**src/rtl/core/lva_pkg.sv**
```systemverilog
package lva_pkg;

  localparam int MAX_VOICES = 8;
  localparam int POS_W      = (MAX_VOICES > 1) ? $clog2(MAX_VOICES) : 1;
  localparam int ACT_W      = $clog2(MAX_VOICES + 1);
  localparam int ID_W       = 3;
  localparam int NOTE_W     = 7;
  localparam int VEL_W      = 7;
  localparam int CFG_W      = 4;
  localparam int RESET_ACTIVE = (MAX_VOICES < 8) ? MAX_VOICES : 8;

  localparam int QDEPTH  = 2;
  localparam int QPTR_W  = $clog2(QDEPTH);
  localparam int QCNT_W  = $clog2(QDEPTH + 1);

  localparam int IN_DATA_W  = 24;
  localparam int OUT_DATA_W = 24;

  typedef enum logic [1:0] {
    KIND_ON   = 2'd0,
    KIND_OFF  = 2'd1,
    KIND_FREE = 2'd2
  } kind_t;

  typedef struct packed {
    kind_t             kind;
    logic [NOTE_W-1:0] note;
    logic [VEL_W-1:0]  vel;
    logic [ID_W-1:0]   vid;
  } cmd_t;

  typedef struct packed {
    logic [ID_W-1:0]   voice;
    logic [NOTE_W-1:0] note;
    logic [VEL_W-1:0]  vel;
    logic              note_sent;
  } res_t;

endpackage

```
**src/rtl/core/lru_voice_allocator.sv**
```systemverilog
// path: a request is registered in the front stage, queued, walked by the back end,
//   then its result is registered onto m_tvalid; a full queue or busy back end stalls it
// back end: takes a new command only when idle, after the last one is done; a note-off or
//   voice-free request walks the list one entry per cycle until it matches or passes the
//   last active voice; a held-off m_tready keeps it in emit while a result is unaccepted
// reset: synchronous; list set to ids 0..7, all slots cleared and 8 voices active at once
module lru_voice_allocator (
  input  logic                            clk,
  input  logic                            rst,
  input  logic                            cfg_we,
  input  logic [lva_pkg::CFG_W-1:0]       cfg_wdata,
  input  logic                            s_tvalid,
  output logic                            s_tready,
  input  logic [lva_pkg::IN_DATA_W-1:0]   s_tdata,   // note[6:0], velocity[13:7], voice_id[16:14]
  input  logic                            s_tuser,   // opcode
  output logic                            m_tvalid,
  input  logic                            m_tready,
  output logic [lva_pkg::OUT_DATA_W-1:0]  m_tdata,   // voice[2:0], out_note[9:3], out_velocity[16:10]
  output logic                            m_tuser    // note_sent
);
  import lva_pkg::*;

  logic push_valid;
  logic push_ready;
  cmd_t push_cmd;
  logic pop_valid;
  logic pop_ready;
  cmd_t pop_cmd;
  res_t res;

  lva_front u_front (
    .clk        (clk),
    .rst        (rst),
    .s_tvalid   (s_tvalid),
    .s_tready   (s_tready),
    .s_tdata    (s_tdata),
    .s_tuser    (s_tuser),
    .push_valid (push_valid),
    .push_ready (push_ready),
    .push_cmd   (push_cmd)
  );

  lva_queue u_queue (
    .clk       (clk),
    .rst       (rst),
    .in_valid  (push_valid),
    .in_ready  (push_ready),
    .in_cmd    (push_cmd),
    .out_valid (pop_valid),
    .out_ready (pop_ready),
    .out_cmd   (pop_cmd)
  );

  lva_back u_back (
    .clk       (clk),
    .rst       (rst),
    .cfg_we    (cfg_we),
    .cfg_wdata (cfg_wdata),
    .pop_valid (pop_valid),
    .pop_ready (pop_ready),
    .pop_cmd   (pop_cmd),
    .m_tvalid  (m_tvalid),
    .m_tready  (m_tready),
    .m_res     (res)
  );

  assign m_tdata = {{(OUT_DATA_W - ID_W - NOTE_W - VEL_W){1'b0}}, res.vel, res.note, res.voice};
  assign m_tuser = res.note_sent;

endmodule

```
**src/rtl/core/lva_front.sv**
```systemverilog
module lva_front (
  input  logic                         clk,
  input  logic                         rst,
  input  logic                         s_tvalid,
  output logic                         s_tready,
  input  logic [lva_pkg::IN_DATA_W-1:0] s_tdata,
  input  logic                         s_tuser,
  output logic                         push_valid,
  input  logic                         push_ready,
  output lva_pkg::cmd_t                push_cmd
);
  import lva_pkg::*;

  logic f_valid;
  cmd_t f_cmd;
  cmd_t cmd_next;

  always_comb begin
    cmd_next.note = s_tdata[NOTE_W-1:0];
    cmd_next.vel  = s_tdata[NOTE_W+VEL_W-1:NOTE_W];
    cmd_next.vid  = s_tdata[NOTE_W+VEL_W+ID_W-1:NOTE_W+VEL_W];
    priority if (s_tuser) begin
      cmd_next.kind = KIND_FREE;
    end else if (cmd_next.vel == '0) begin
      cmd_next.kind = KIND_OFF;
    end else begin
      cmd_next.kind = KIND_ON;
    end
  end

  assign s_tready   = !f_valid || push_ready;
  assign push_valid = f_valid;
  assign push_cmd   = f_cmd;

  always_ff @(posedge clk) begin
    if (rst) begin
      f_valid <= 1'b0;
    end else if (s_tready) begin
      f_valid <= s_tvalid;
    end
  end

  always_ff @(posedge clk) begin
    if (s_tvalid && s_tready) begin
      f_cmd <= cmd_next;
    end
  end

endmodule

```
**src/rtl/core/lva_queue.sv**
```systemverilog
module lva_queue (
  input  logic          clk,
  input  logic          rst,
  input  logic          in_valid,
  output logic          in_ready,
  input  lva_pkg::cmd_t in_cmd,
  output logic          out_valid,
  input  logic          out_ready,
  output lva_pkg::cmd_t out_cmd
);
  import lva_pkg::*;

  cmd_t              ent [QDEPTH];
  logic [QPTR_W-1:0] wr_ptr;
  logic [QPTR_W-1:0] rd_ptr;
  logic [QCNT_W-1:0] count;
  logic              do_push;
  logic              do_pop;

  assign in_ready  = (count != QCNT_W'(QDEPTH));
  assign out_valid = (count != '0);
  assign out_cmd   = ent[rd_ptr];
  assign do_push   = in_valid && in_ready;
  assign do_pop    = out_valid && out_ready;

  always_ff @(posedge clk) begin
    if (rst) begin
      wr_ptr <= '0;
      rd_ptr <= '0;
      count  <= '0;
    end else begin
      if (do_push) begin
        wr_ptr <= (wr_ptr == QPTR_W'(QDEPTH - 1)) ? '0 : wr_ptr + 1'b1;
      end
      if (do_pop) begin
        rd_ptr <= (rd_ptr == QPTR_W'(QDEPTH - 1)) ? '0 : rd_ptr + 1'b1;
      end
      unique case ({do_push, do_pop})
        2'b10:   count <= count + 1'b1;
        2'b01:   count <= count - 1'b1;
        default: count <= count;
      endcase
    end
  end

  always_ff @(posedge clk) begin
    if (do_push) begin
      ent[wr_ptr] <= in_cmd;
    end
  end

endmodule

```
**src/rtl/core/lva_back.sv**
```systemverilog
module lva_back (
  input  logic                           clk,
  input  logic                           rst,
  input  logic                           cfg_we,
  input  logic [lva_pkg::CFG_W-1:0]      cfg_wdata,
  input  logic                           pop_valid,
  output logic                           pop_ready,
  input  lva_pkg::cmd_t                  pop_cmd,
  output logic                           m_tvalid,
  input  logic                           m_tready,
  output lva_pkg::res_t                  m_res
);
  import lva_pkg::*;

  localparam logic [1:0] ST_IDLE = 2'd0;
  localparam logic [1:0] ST_WALK = 2'd1;
  localparam logic [1:0] ST_EMIT = 2'd2;

  logic [1:0]        state;
  logic [POS_W-1:0]  idx;
  logic [ACT_W-1:0]  active;
  cmd_t              cur;
  res_t              pend;

  logic [ID_W-1:0]   order    [MAX_VOICES];
  logic [ID_W-1:0]   order_up [MAX_VOICES];
  logic [ID_W-1:0]   order_dn [MAX_VOICES];
  logic [NOTE_W-1:0] slot_note  [MAX_VOICES];
  logic              slot_valid [MAX_VOICES];
  logic [VEL_W-1:0]  slot_vel   [MAX_VOICES];

  logic [POS_W-1:0]  last_pos;
  logic [ID_W-1:0]   cur_id;
  logic [POS_W-1:0]  cur_slot;
  logic [POS_W-1:0]  front_slot;
  logic [POS_W-1:0]  vid_slot;
  logic              hit_off;
  logic              hit_free;
  logic [ACT_W-1:0]  cfg_sat;
  logic              out_free;

  // neighbor taps for the list moves, each at a fixed place
  for (genvar g = 0; g < MAX_VOICES; g++) begin : g_taps
    if (g < MAX_VOICES - 1) begin : g_up
      assign order_up[g] = order[g+1];
    end else begin : g_up_end
      assign order_up[g] = order[g];
    end
    if (g > 0) begin : g_dn
      assign order_dn[g] = order[g-1];
    end else begin : g_dn_end
      assign order_dn[g] = order[g];
    end
  end

  assign last_pos   = POS_W'(active - 1'b1);
  assign cur_id     = order[idx];
  assign cur_slot   = cur_id[POS_W-1:0];
  assign front_slot = order[0][POS_W-1:0];
  assign vid_slot   = cur.vid[POS_W-1:0];
  assign hit_off    = slot_valid[cur_slot] && (slot_note[cur_slot] == cur.note) &&
                      (slot_vel[cur_slot] != '0);
  assign hit_free   = (cur_id == cur.vid);
  assign pop_ready  = (state == ST_IDLE);
  assign out_free   = !m_tvalid || m_tready;

  always_comb begin
    priority if (cfg_wdata == '0) begin
      cfg_sat = ACT_W'(1);
    end else if (int'(cfg_wdata) > MAX_VOICES) begin
      cfg_sat = ACT_W'(MAX_VOICES);
    end else begin
      cfg_sat = ACT_W'(cfg_wdata);
    end
  end

  always_ff @(posedge clk) begin
    if (rst || cfg_we) begin
      active <= rst ? ACT_W'(RESET_ACTIVE) : cfg_sat;
      for (int i = 0; i < MAX_VOICES; i++) begin
        order[i]      <= ID_W'(i);
        slot_note[i]  <= '0;
        slot_valid[i] <= 1'b0;
        slot_vel[i]   <= '0;
      end
    end else if (state == ST_WALK) begin
      unique case (cur.kind)
        KIND_ON: begin
          // front voice goes to the back of the active part
          for (int i = 0; i < MAX_VOICES; i++) begin
            if (POS_W'(i) < last_pos) begin
              order[i] <= order_up[i];
            end else if (POS_W'(i) == last_pos) begin
              order[i] <= order[0];
            end
          end
          slot_note[front_slot]  <= cur.note;
          slot_valid[front_slot] <= 1'b1;
          slot_vel[front_slot]   <= cur.vel;
        end
        KIND_OFF: begin
          if (hit_off) begin
            slot_vel[cur_slot] <= '0;
          end
        end
        KIND_FREE: begin
          if (hit_free) begin
            for (int i = 0; i < MAX_VOICES; i++) begin
              if (i == 0) begin
                order[i] <= cur.vid;
              end else if (POS_W'(i) <= idx) begin
                order[i] <= order_dn[i];
              end
            end
            slot_note[vid_slot]  <= '0;
            slot_valid[vid_slot] <= 1'b0;
            slot_vel[vid_slot]   <= '0;
          end
        end
        default: begin
        end
      endcase
    end
  end

  always_ff @(posedge clk) begin
    if (rst) begin
      state <= ST_IDLE;
      idx   <= '0;
    end else begin
      unique case (state)
        ST_IDLE: begin
          idx <= '0;
          if (pop_valid) begin
            state <= ST_WALK;
          end
        end
        ST_WALK: begin
          unique case (cur.kind)
            KIND_ON: begin
              state <= ST_EMIT;
            end
            KIND_OFF: begin
              if (hit_off) begin
                state <= ST_EMIT;
              end else if (idx == last_pos) begin
                state <= ST_IDLE;
              end else begin
                idx <= idx + 1'b1;
              end
            end
            KIND_FREE: begin
              if (hit_free || idx == last_pos) begin
                state <= ST_IDLE;
              end else begin
                idx <= idx + 1'b1;
              end
            end
            default: begin
              state <= ST_IDLE;
            end
          endcase
        end
        ST_EMIT: begin
          if (out_free) begin
            state <= ST_IDLE;
          end
        end
        default: begin
          state <= ST_IDLE;
        end
      endcase
    end
  end

  always_ff @(posedge clk) begin
    if (rst) begin
      m_tvalid <= 1'b0;
    end else if (state == ST_EMIT && out_free) begin
      m_tvalid <= 1'b1;
    end else if (m_tready) begin
      m_tvalid <= 1'b0;
    end
  end

  always_ff @(posedge clk) begin
    if (state == ST_IDLE && pop_valid) begin
      cur <= pop_cmd;
    end
    if (state == ST_WALK) begin
      if (cur.kind == KIND_ON) begin
        pend.voice     <= order[0];
        pend.note      <= cur.note;
        pend.vel       <= cur.vel;
        pend.note_sent <= 1'b1;
      end else begin
        pend.voice     <= cur_id;
        pend.note      <= '0;
        pend.vel       <= '0;
        pend.note_sent <= 1'b0;
      end
    end
    if (state == ST_EMIT && out_free) begin
      m_res <= pend;
    end
  end

`ifndef SYNTHESIS
  a_active_range: assert property (@(posedge clk) disable iff (rst)
    (active != '0) && (int'(active) <= MAX_VOICES))
    else $error("active voice count out of range");

  a_walk_bound: assert property (@(posedge clk) disable iff (rst)
    (state == ST_WALK) |-> (idx <= last_pos))
    else $error("list walk past last active voice");

  a_result_from_emit: assert property (@(posedge clk) disable iff (rst)
    $rose(m_tvalid) |-> ($past(state) == ST_EMIT))
    else $error("result raised outside emit state");

  a_no_pop_busy: assert property (@(posedge clk) disable iff (rst)
    (state == ST_WALK) |=> (state != ST_WALK) || $stable(cur))
    else $error("command changed during walk");
`endif

endmodule

```
**config.mk**
```make
export PLATFORM = sky130hd
export DESIGN_NAME = lru_voice_allocator
export DESIGN_NICKNAME = d
export VERILOG_FILES = /design/src/rtl/core/lva_pkg.sv /design/src/rtl/core/lru_voice_allocator.sv /design/src/rtl/core/lva_front.sv /design/src/rtl/core/lva_queue.sv /design/src/rtl/core/lva_back.sv
export SDC_FILE = /design/constraint.sdc
export NUM_CORES = 1
export LEC_CHECK = 0
export BUFFER_PORTS_ARGS = -buffer_cell sky130_fd_sc_hd__clkbuf_2
export CAP_MARGIN = 15
export CORE_AREA = 4 4 105 207
export DETAILED_ROUTE_END_ITERATION = 10
export DIE_AREA = 0 0 109 211
export GPL_TIMING_DRIVEN = 0
export PLACE_DENSITY = 0.78
export RECOVER_POWER = 25
export SLEW_MARGIN = 40
export SYNTH_ARGS = -nofsm -noshare
export SYNTH_HDL_FRONTEND = slang
export SYNTH_SLANG_ARGS = --single-unit
export TNS_END_PERCENT = 10
```
**constraint.sdc**
```tcl
create_clock -name clk -period 4.9 [get_ports clk]
set_clock_uncertainty 0.1 [all_clocks]
set_input_delay 0.98 -clock clk [delete_from_list [all_inputs] [get_ports clk]]
set_output_delay 0.98 -clock clk [all_outputs]
set_load 0.1 [all_outputs]
```
=== Word level (Yosys, flattened, before mapping) ===
Memory sizes are Yosys's and may differ from the RTL's. A register that Yosys moved wholly into a read port is not among the register bits.
Index checks and enable logic that the tools add are counted.

* Muxes and demuxes: 216
* Eq/ne operators: 25
* $lt $le $gt $ge: 16
* Bitwise operators: 24
* Reduce and logical (&&, ||, !) cells: 32
* Add/sub/neg operators: 6

{| class="wikitable"
|+ Operators with widths
! kind !! count
|-
| $mux W1 || 164
|-
| $mux W3 || 36
|-
| $mux W7 || 5
|-
| $reduce_or A7 Y1 || 5
|-
| $or A1 B1 Y1 || 24
|-
| $mux W18 || 1
|-
| $ne A3 B3 Y1 const B || 5
|-
| $eq A3 B3 Y1 const A || 4
|-
| $le A3 B3 Y1 const A || 4
|-
| $lt A3 B3 Y1 const A || 4
|-
| $pmux W2 S3 || 2
|-
| $pmux W3 S2 || 2
|-
| $mux W2 || 5
|-
| $reduce_bool A2 Y1 || 4
|-
| $eq A7 B7 Y1 || 1
|-
| $logic_not A7 Y1 || 1
|-
| $reduce_bool A7 Y1 || 1
|-
| $eq A2 B1 Y1 const B || 3
|-
| $eq A2 B2 Y1 const B || 3
|-
| $eq A2 B3 Y1 const A || 2
|-
| $eq A3 B3 Y1 || 2
|-
| $le A2 B3 Y1 const A || 2
|-
| $logic_and A1 B1 Y1 || 6
|-
| $lt A1 B3 Y1 const A || 2
|-
| 22 further kinds || 31
|}

* Register bits after elaboration: 69
* Memories kept: 5
* Bits in writable memories: 182

{| class="wikitable"
|+ Memory list
! memory !! depth !! width !! rd ports !! clocked after Yosys merged registers in !! write ports !! RTL line !! source
|-
| u_back.slot_note || 8 || 7 || 1 || 0 || 8 || lva_back.sv:28 || <nowiki>logic [NOTE_W-1:0] slot_note [MAX_VOICES];</nowiki>
|-
| u_back.slot_vel || 8 || 7 || 1 || 0 || 8 || lva_back.sv:30 || <nowiki>logic [VEL_W-1:0] slot_vel [MAX_VOICES];</nowiki>
|-
| u_queue.ent || 2 || 19 || 1 || 1 || 1 || lva_queue.sv:13 || <nowiki>cmd_t ent [QDEPTH];</nowiki>
|-
| u_back.order || 8 || 3 || 9 || 1 || 8 || lva_back.sv:25 || <nowiki>logic [ID_W-1:0] order [MAX_VOICES];</nowiki>
|-
| u_back.slot_valid || 8 || 1 || 1 || 0 || 8 || lva_back.sv:29 || <nowiki>logic slot_valid [MAX_VOICES];</nowiki>
|}

=== Depth between registers and ports, before layout ===
Gate-level depths: netlist of run 1.
An unclocked memory read counts as a cell.

* Depth after elaboration: 12
* Depth in mapped cells: 15
* Mapped depth without buffers: 10

=== Hierarchy ===
From an unflattened synthesis of run 1, not the netlist that was laid out.

* Cells, all modules: 881
* Area, all modules: 12341.8 um^2

{| class="wikitable"
|+ Modules (own cells, without submodules)
! module !! area each (um^2) !! cells an instance !! times used !! sequential area each (um^2)
|-
| lva_back || 10067.2 || 763 || 1 || 6246.0
|-
| lva_queue || 1587.8 || 83 || 1 || 1241.2
|-
| lva_front || 630.6 || 27 || 1 || 590.6
|-
| lru_voice_allocator || 56.3 || 8 || 1 || 0.0
|}

=== Least setup slack after synthesis of run 1 ===
Ideal clock, no wire load.

* Path kind: register to register
* Start: register with a tool-made name
* End: memory u_back.slot_vel[5][0], enable pin
* Arrival: 3853 ps
* Path slack: 564 ps
* Stages on the path, launching flop included: 13
* Data required time: 4417 ps
* Path buffers: 2
* Cell sequence: dfxtp_1 -> mux4_1 -> mux2_2 -> or2_2 -> o22ai_2 -> nor3_1 -> nor4b_4 -> and4_4 -> nand2_2 -> buf_6 -> o311a_4 -> buf_4 -> o31ai_1

{| class="wikitable"
|+ RTL lines
! what !! RTL line
|-
| to (decl) || lva_back.sv:30
|}

==> results.yml, run 1 <==
status:
  outcome: "completed"
power_and_ir_drop:
  p_per_area_nw_per_um2: 449
  peakVddDrop_mv: 0.412
  power.leakage_nw: 4.93
  power_mw: 6.15
die:
  core-area_um2: 20300
  die-area_um2: 23000
  dieHeight_um: 211
  io_pins: 61
  die_w_um: 109
  num_rows: 74
  start_util: 0.599
worst_setup_path:
  end_kind: "flip-flop"
  crit_fanout: 10
  timing.critical_path.buf_inv: 3
  cp.arrival_ns: 4.93
  slowest_delay_ns: 0.59
  required_ns: 5.04
  cp_cell_sequence: "buf_2, mux4_1, mux2_2, or2_2, o22ai_2, nor3_1, nor4b_4, nand4_1, o21ai_1, o311ai_2, clkbuf_1, o31ai_4, buf_12"
  cp.depth: 13
  worstSetupStartpointType: "flip-flop"
  cp_top_family: "simple AND/OR/NAND/NOR gates"
  cp_slowest_cell: "mux4_1"
  path_class: "flip-flop to flip-flop"
  r2r_cells: 13
clocking:
  htree_levels: 1
  numCtsBuffers: 23
  cts_root_buf: "clkbuf_16"
  cts_sinks: 273
  cts.path.max_buffers: 3
  cts_tree: "built"
  clkLatencyLatePin_ns: 0.52
  clk_pin_slew_worst_paths_ns: 0.07
grt:
  globalRouteMet1Util: 0.252
  grt_max_degree: 25
  grt_pass1_vias: 7761
  gr-usage-met3: 0.0291
  track_usage: 0.234
  busiest_layer: "met2"
  overflow: 0
  grt_util_met2: 0.429
  antenna_found_initial: 0
  grt_pass1_wl_um: 41100
place:
  post-place-ws_ns: -0.417
  port_buffers: 46
  placed_area_um2: 12800
  gp_congestion: 0.926
  dp_hpwl_um: 19000
timing:
  clock.fmax_mhz: 209
  slew_headroom: 0.208
  fin_ws_ns: 0.115
  rsz0062_at_grt: "true"
  period_needed_ns: 4.78
  finalHoldViolCount: 0
  hold_ws_ns: 0.320
  fin_tns_setup_ns: 0
  slew_viol_final: 0
  period_share: 0.976
  worst_pin_slew_ns: 1.19
  setup_viol: 0
layout:
  final_cell_area_um2: 13700
  mostFrequentLayoutCell: "edfxtp_1"
  antenna_cells: 0
  fillers: 1463
  finalNetCount: 1007
  drive_above_1_share: 0.185
  area_delta_synth_final_pct: 12.7
  layout_common_cells: "edfxtp_1, and2_1, nor4_1"
synth:
  synth_warnings: 0
  synth_ff_type: "edfxtp_1"
  ys_seq_elements: 273
  synth-edff-count: 259
  syn_inst: 879
  syn_avg_cell_area_um2: 13.8
  yosysSeqAreaShare: 0.663
  ys_types: 67
  syn-cell-area_um2: 12200
  synthArstFlopShare: 0
detailed_routing:
  via_count: 7619
  avgRoutedWirePerCell_um: 21.0
  drc: 0
  dr.pass1.iters: 5
  via_per_inst: 6.12
  ant_nets: 0
  dr.first_iter.drc_count: 711
  drt_wl_total_um: 26100
worst_hold_path:
  hold_path.class: "flip-flop to flip-flop"
  whs_path_depth: 0
job:
  maxCapViolations: 0
## worst paths after layout
kind	from	endpoint	slack, ns
max	u_back.order[0][2]	u_back.slot_vel[3][5]	0.12
min	u_back.pend[9]	u_back.m_res[9]	0.32
max reg2reg	u_back.order[0][2]	u_back.slot_vel[3][5]	0.12
min reg2reg	u_back.pend[9]	u_back.m_res[9]	0.32
## kinds of logic after synthesis
kind of cell    Yosys count  share of synthesized area
compound gates          118                     0.0654
buf+inv                  76                     0.0323
simple gates            305                      0.141
flops                   273                      0.663
xor+xnor                 11                    0.00793
other cells               1                   0.000309
mux                      84                     0.0792
fa+ha+maj                11                     0.0113
## per-layer routing
layer	vias to the layer above	wire, µm
li1	3520	-
met1	3684	8830
met2	316	14300
met3	99	1370
met4	0	1680
met5	-	0
## sequential cells by signal, indices dropped and copies added (netlist names), named ones only
register	cells
u_back.slot_note	56
u_back.slot_vel	56
u_queue.ent	38
u_back.order	24
u_front.push_cmd	19
u_back.m_res	18
u_back.pend	18
u_back.cur	16
u_back.slot_valid	8
u_back.active	3
u_back.idx	3
u_back.vid_slot	3
u_back.state	2
u_queue.count	2
u_back.m_tvalid	1
u_front.push_valid	1
u_queue.rd_ptr	1
u_queue.wr_ptr	1
## Yosys cell counts, types with 4 or more instances
master | n | area (µm²)
edfxtp_1 | 259 | 7780
and2_1 | 75 | 469
nor4_1 | 56 | 350
nand2_1 | 44 | 165
clkbuf_1 | 40 | 150
nor2_1 | 40 | 150
mux2_2 | 38 | 428
mux2i_1 | 34 | 340
o21ai_0 | 34 | 170
nand3_1 | 26 | 130
a21oi_1 | 20 | 100
nor3_1 | 15 | 75.1
dfxtp_1 | 14 | 280
inv_1 | 13 | 48.8
ha_1 | 11 | 138
or4_1 | 11 | 82.6
o31ai_1 | 9 | 67.6
a22oi_1 | 8 | 60.1
buf_4 | 8 | 60.1
buf_6 | 8 | 90.1
o41ai_1 | 8 | 70.1
o22ai_1 | 7 | 43.8
a31oi_1 | 6 | 37.5
nor2b_1 | 6 | 37.5
xor2_1 | 6 | 52.6
and3_1 | 5 | 31.3
buf_2 | 5 | 25.0
mux2_1 | 5 | 56.3
nor3b_1 | 5 | 37.5
xnor2_1 | 5 | 43.8
nand2b_1 | 4 | 25.0
nand3b_1 | 4 | 30.0
or3_1 | 4 | 25.0
## cell type report
type,instances,area (µm²),share of cell area
Clock inverter,15,131,0.00959
Buffer,62,344,0.0251
Timing Repair Buffer,52,272,0.0198
Sequential cell,273,8060,0.588
Tap cell,266,333,0.0243
Clock buffer,26,587,0.0428
Inverter,14,52.6,0.00384
Multi-Input combinational cell,536,3920,0.286
## metrics by stage
stage,util,std cells
2_1_floorplan,-,885
3_3_place_gp,0.628,1197
3_5_place_dp,0.633,1199
4_1_cts,0.670,1240
5_1_grt,0.675,1244
6_report,0.675,1244
## power breakdown
group	leakage (nW)	internal (mW)	switching, mW
clock	0.346	0.971	0.802
combinational	1.83	0.406	0.958
sequential	2.76	2.89	0.121
## repair_timing
action                                  4_1_cts  5_1_grt
endpoints found under the setup margin       56       56
pin swaps                                     0        6
gates resized for setup                       4       12
endpoints found under the hold margin         0        0
buffers inserted                              0        4
hold buffers                                  0        0
(Power assumes the default switching activity.)
==> run 2, diff against run 1 <==
Settings changed: CORE_AREA 4 4 105 207 to 4 4 137 271, DIE_AREA 0 0 109 211 to 0 0 141 275, PLACE_DENSITY 0.78 to not set, SLEW_MARGIN 40 to 20.
Clock period 4.9 ns to 4.15 ns, I/O delays scaled along.
==> run 2 against run 1 <==
  * The run now ends with setup timing left
  * Sequential cell count stayed put
  * Routed wire length is 19% higher
  * Maximum frequency is 12% higher
  * Final cell count is 16% higher
  * Global-route usage is 7.5 points lower
  * Design area is 6.2% higher
  * First-iteration DRC count is 41% lower
  * Via count is 1.5% higher
  * Die area is 69% higher
  * Critical path depth is 1 higher
  * Sequential power is 18% higher
  * Clock-buffer cell count is 1 lower
  * Critical path type unchanged
  * Largest cell class unchanged
==> results.yml, run 2 (synthesized netlist as in run 1, its figures left out) <==
timing:
  finalHoldViolCount: 0
  setup_viol: 94
  fin_ws_ns: -0.129
  period_needed_ns: 4.28
  fin_tns_setup_ns: -7.03
  slew_viol_final: 0
  slew_headroom: 0.377
  period_share: 1.03
  hold_ws_ns: 0.314
  clock.fmax_mhz: 234
  worst_pin_slew_ns: 0.934
  rsz0062_at_grt: "true"
power_and_ir_drop:
  peakVddDrop_mv: 0.444
  power.leakage_nw: 5.20
  p_per_area_nw_per_um2: 531
clocking:
  cts_root_buf: "clkbuf_16"
  cts_tree: "built"
  htree_levels: 1
  cts.path.max_buffers: 3
  cts_hold_buf: 0
  numCtsBuffers: 23
  cts_sinks: 273
  clkLatencyLatePin_ns: 0.52
  clk_pin_slew_worst_paths_ns: 0.07
detailed_routing:
  ant_nets: 0
  via_count: 7737
  dr.first_iter.drc_count: 416
  via_per_inst: 5.35
  avgRoutedWirePerCell_um: 21.6
  drt_wl_total_um: 31200
  drc: 0
  dr.pass1.iters: 7
grt:
  overflow: 0
  grt_pass1_vias: 8106
  track_usage: 0.159
  grt_max_degree: 25
  grt_pass1_wl_um: 46600
  antenna_found_initial: 0
layout:
  fillers: 3238
  fin_util: 0.416
  layout_common_cells: "edfxtp_1, and2_1, nor4_1"
  finalNetCount: 1030
  top_regs: "u_back.slot_note: 56 flops, u_back.slot_vel: 56 flops, u_queue.ent: 38 flops"
  antenna_cells: 0
  area_delta_synth_final_pct: 19.7
  drive_above_1_share: 0.246
  mostFrequentLayoutCell: "edfxtp_1"
  final_cell_area_um2: 14500
worst_setup_path:
  r2r_cells: 14
  r2r-end: "u_back.slot_vel[1][1]"
  worstReg2RegStart: "u_back.order[0][2]"
  r2r_slack_ns: -0.13
  crit_fanout: 10
  cp_cell_sequence: "buf_4, mux4_2, mux2_4, and2_1, a22oi_1, and3_1, o211a_1, nand4_1, buf_4, o31ai_1, o22ai_1, clkbuf_8, o31ai_4, buf_12"
  cp.arrival_ns: 4.42
  end_kind: "flip-flop"
  slowest_delay_ns: 0.51
  path_class: "flip-flop to flip-flop"
  required_ns: 4.29
  cp_slowest_cell: "mux4_2"
  worstSetupStartpointType: "flip-flop"
  crit_top_cell: "buf_4"
worst_hold_path:
  worstHoldEndpoint: "u_back.m_res[15]"
  whs_path_depth: 0
  hold_path.class: "flip-flop to flip-flop"
  min-delay-start: "u_back.pend[15]"
die:
  core-area_um2: 35000
  start_util: 0.348
  num_rows: 97
  die_w_um: 141
  io_pins: 61
  die-area_um2: 38800
  dieHeight_um: 275
job:
  maxCapViolations: 0
place:
  gp_congestion: 0.916
  port_buffers: 46
  placed_area_um2: 13000
  dp_hpwl_um: 23500
status:
  outcome: "finished, violations left"
  violations: "setup timing"
## run 2: repair_timing
action	in CTS	in global routing
buffers inserted	18	6
gates resized for setup	81	33
gates cloned	1	0
pin swaps	8	11
setup endpoints to repair	252	248
## run 2: how the worst max path moves through the flow
| stage | start | to | slack (ns) | cells past startpoint |
|---|---|---|---|---|
| after floorplan | flip-flop | u_back.slot_vel[5][0] | -0.19 | 12 |
| after global routing | flip-flop | u_back.slot_vel[2][6] | -0.21 | 14 |
| final | u_back.order[0][2] | u_back.slot_vel[1][1] | -0.13 | 14 |
| after global placement | flip-flop | u_back.slot_vel[3][3] | -1.22 | 11 |
| after CTS | u_back.order[0][2] | u_back.slot_note[3][4] | -0.19 | 11 |
| after detailed placement | flip-flop | u_back.slot_vel[1][0] | -1.18 | 12 |
## run 2: final cells by class
class	count	area, µm²	share of cell area
plain buffers	62	425	0.0292
clock buffers	25	583	0.0401
clock inverters	17	241	0.0166
inverters	14	52.6	0.00361
multi-input cells	536	4130	0.284
flip-flops and latches	273	8060	0.554
well taps	445	557	0.0383
repair buffers	75	498	0.0342
## run 2: routing by layer
metal | part of all wire | GRT usage | up-vias
met5 | 0 | 0 | -
met2 | 0.60 | 0.333 | 243
li1 | - | - | 3567
met4 | 0.075 | 0.114 | 0
met3 | 0.033 | 0.0181 | 115
met1 | 0.29 | 0.130 | 3812
## run 2: where the power goes
| part | switching [mW] | internal (mW) |
|---|---|---|
| clock | 0.980 | 1.40 |
| sequential | 0.146 | 3.41 |
| combinational | 1.24 | 0.552 |
| total | 2.37 | 5.36 |
## run 2: critical path, delay by kind of cell, from the launching register on
kind | cells | cell delay, ns
AO/OA/AOI/OAI | 5 | 1.27
flip-flops | 1 | 0.37
AND/OR/NAND/NOR | 3 | 0.55
multiplexers | 2 | 0.88
buffers and inverters | 4 | 0.82
## run 2: metrics by stage
stage               setup WS (ns)  power [mW]  instances
CTS                        -0.187        7.76       1441
finish                     -0.129        7.73       1447
global placement            -1.22        5.25       1376
floorplan                  -0.186        4.74        885
global route               -0.215        8.02       1447
detailed placement          -1.18        5.30       1380
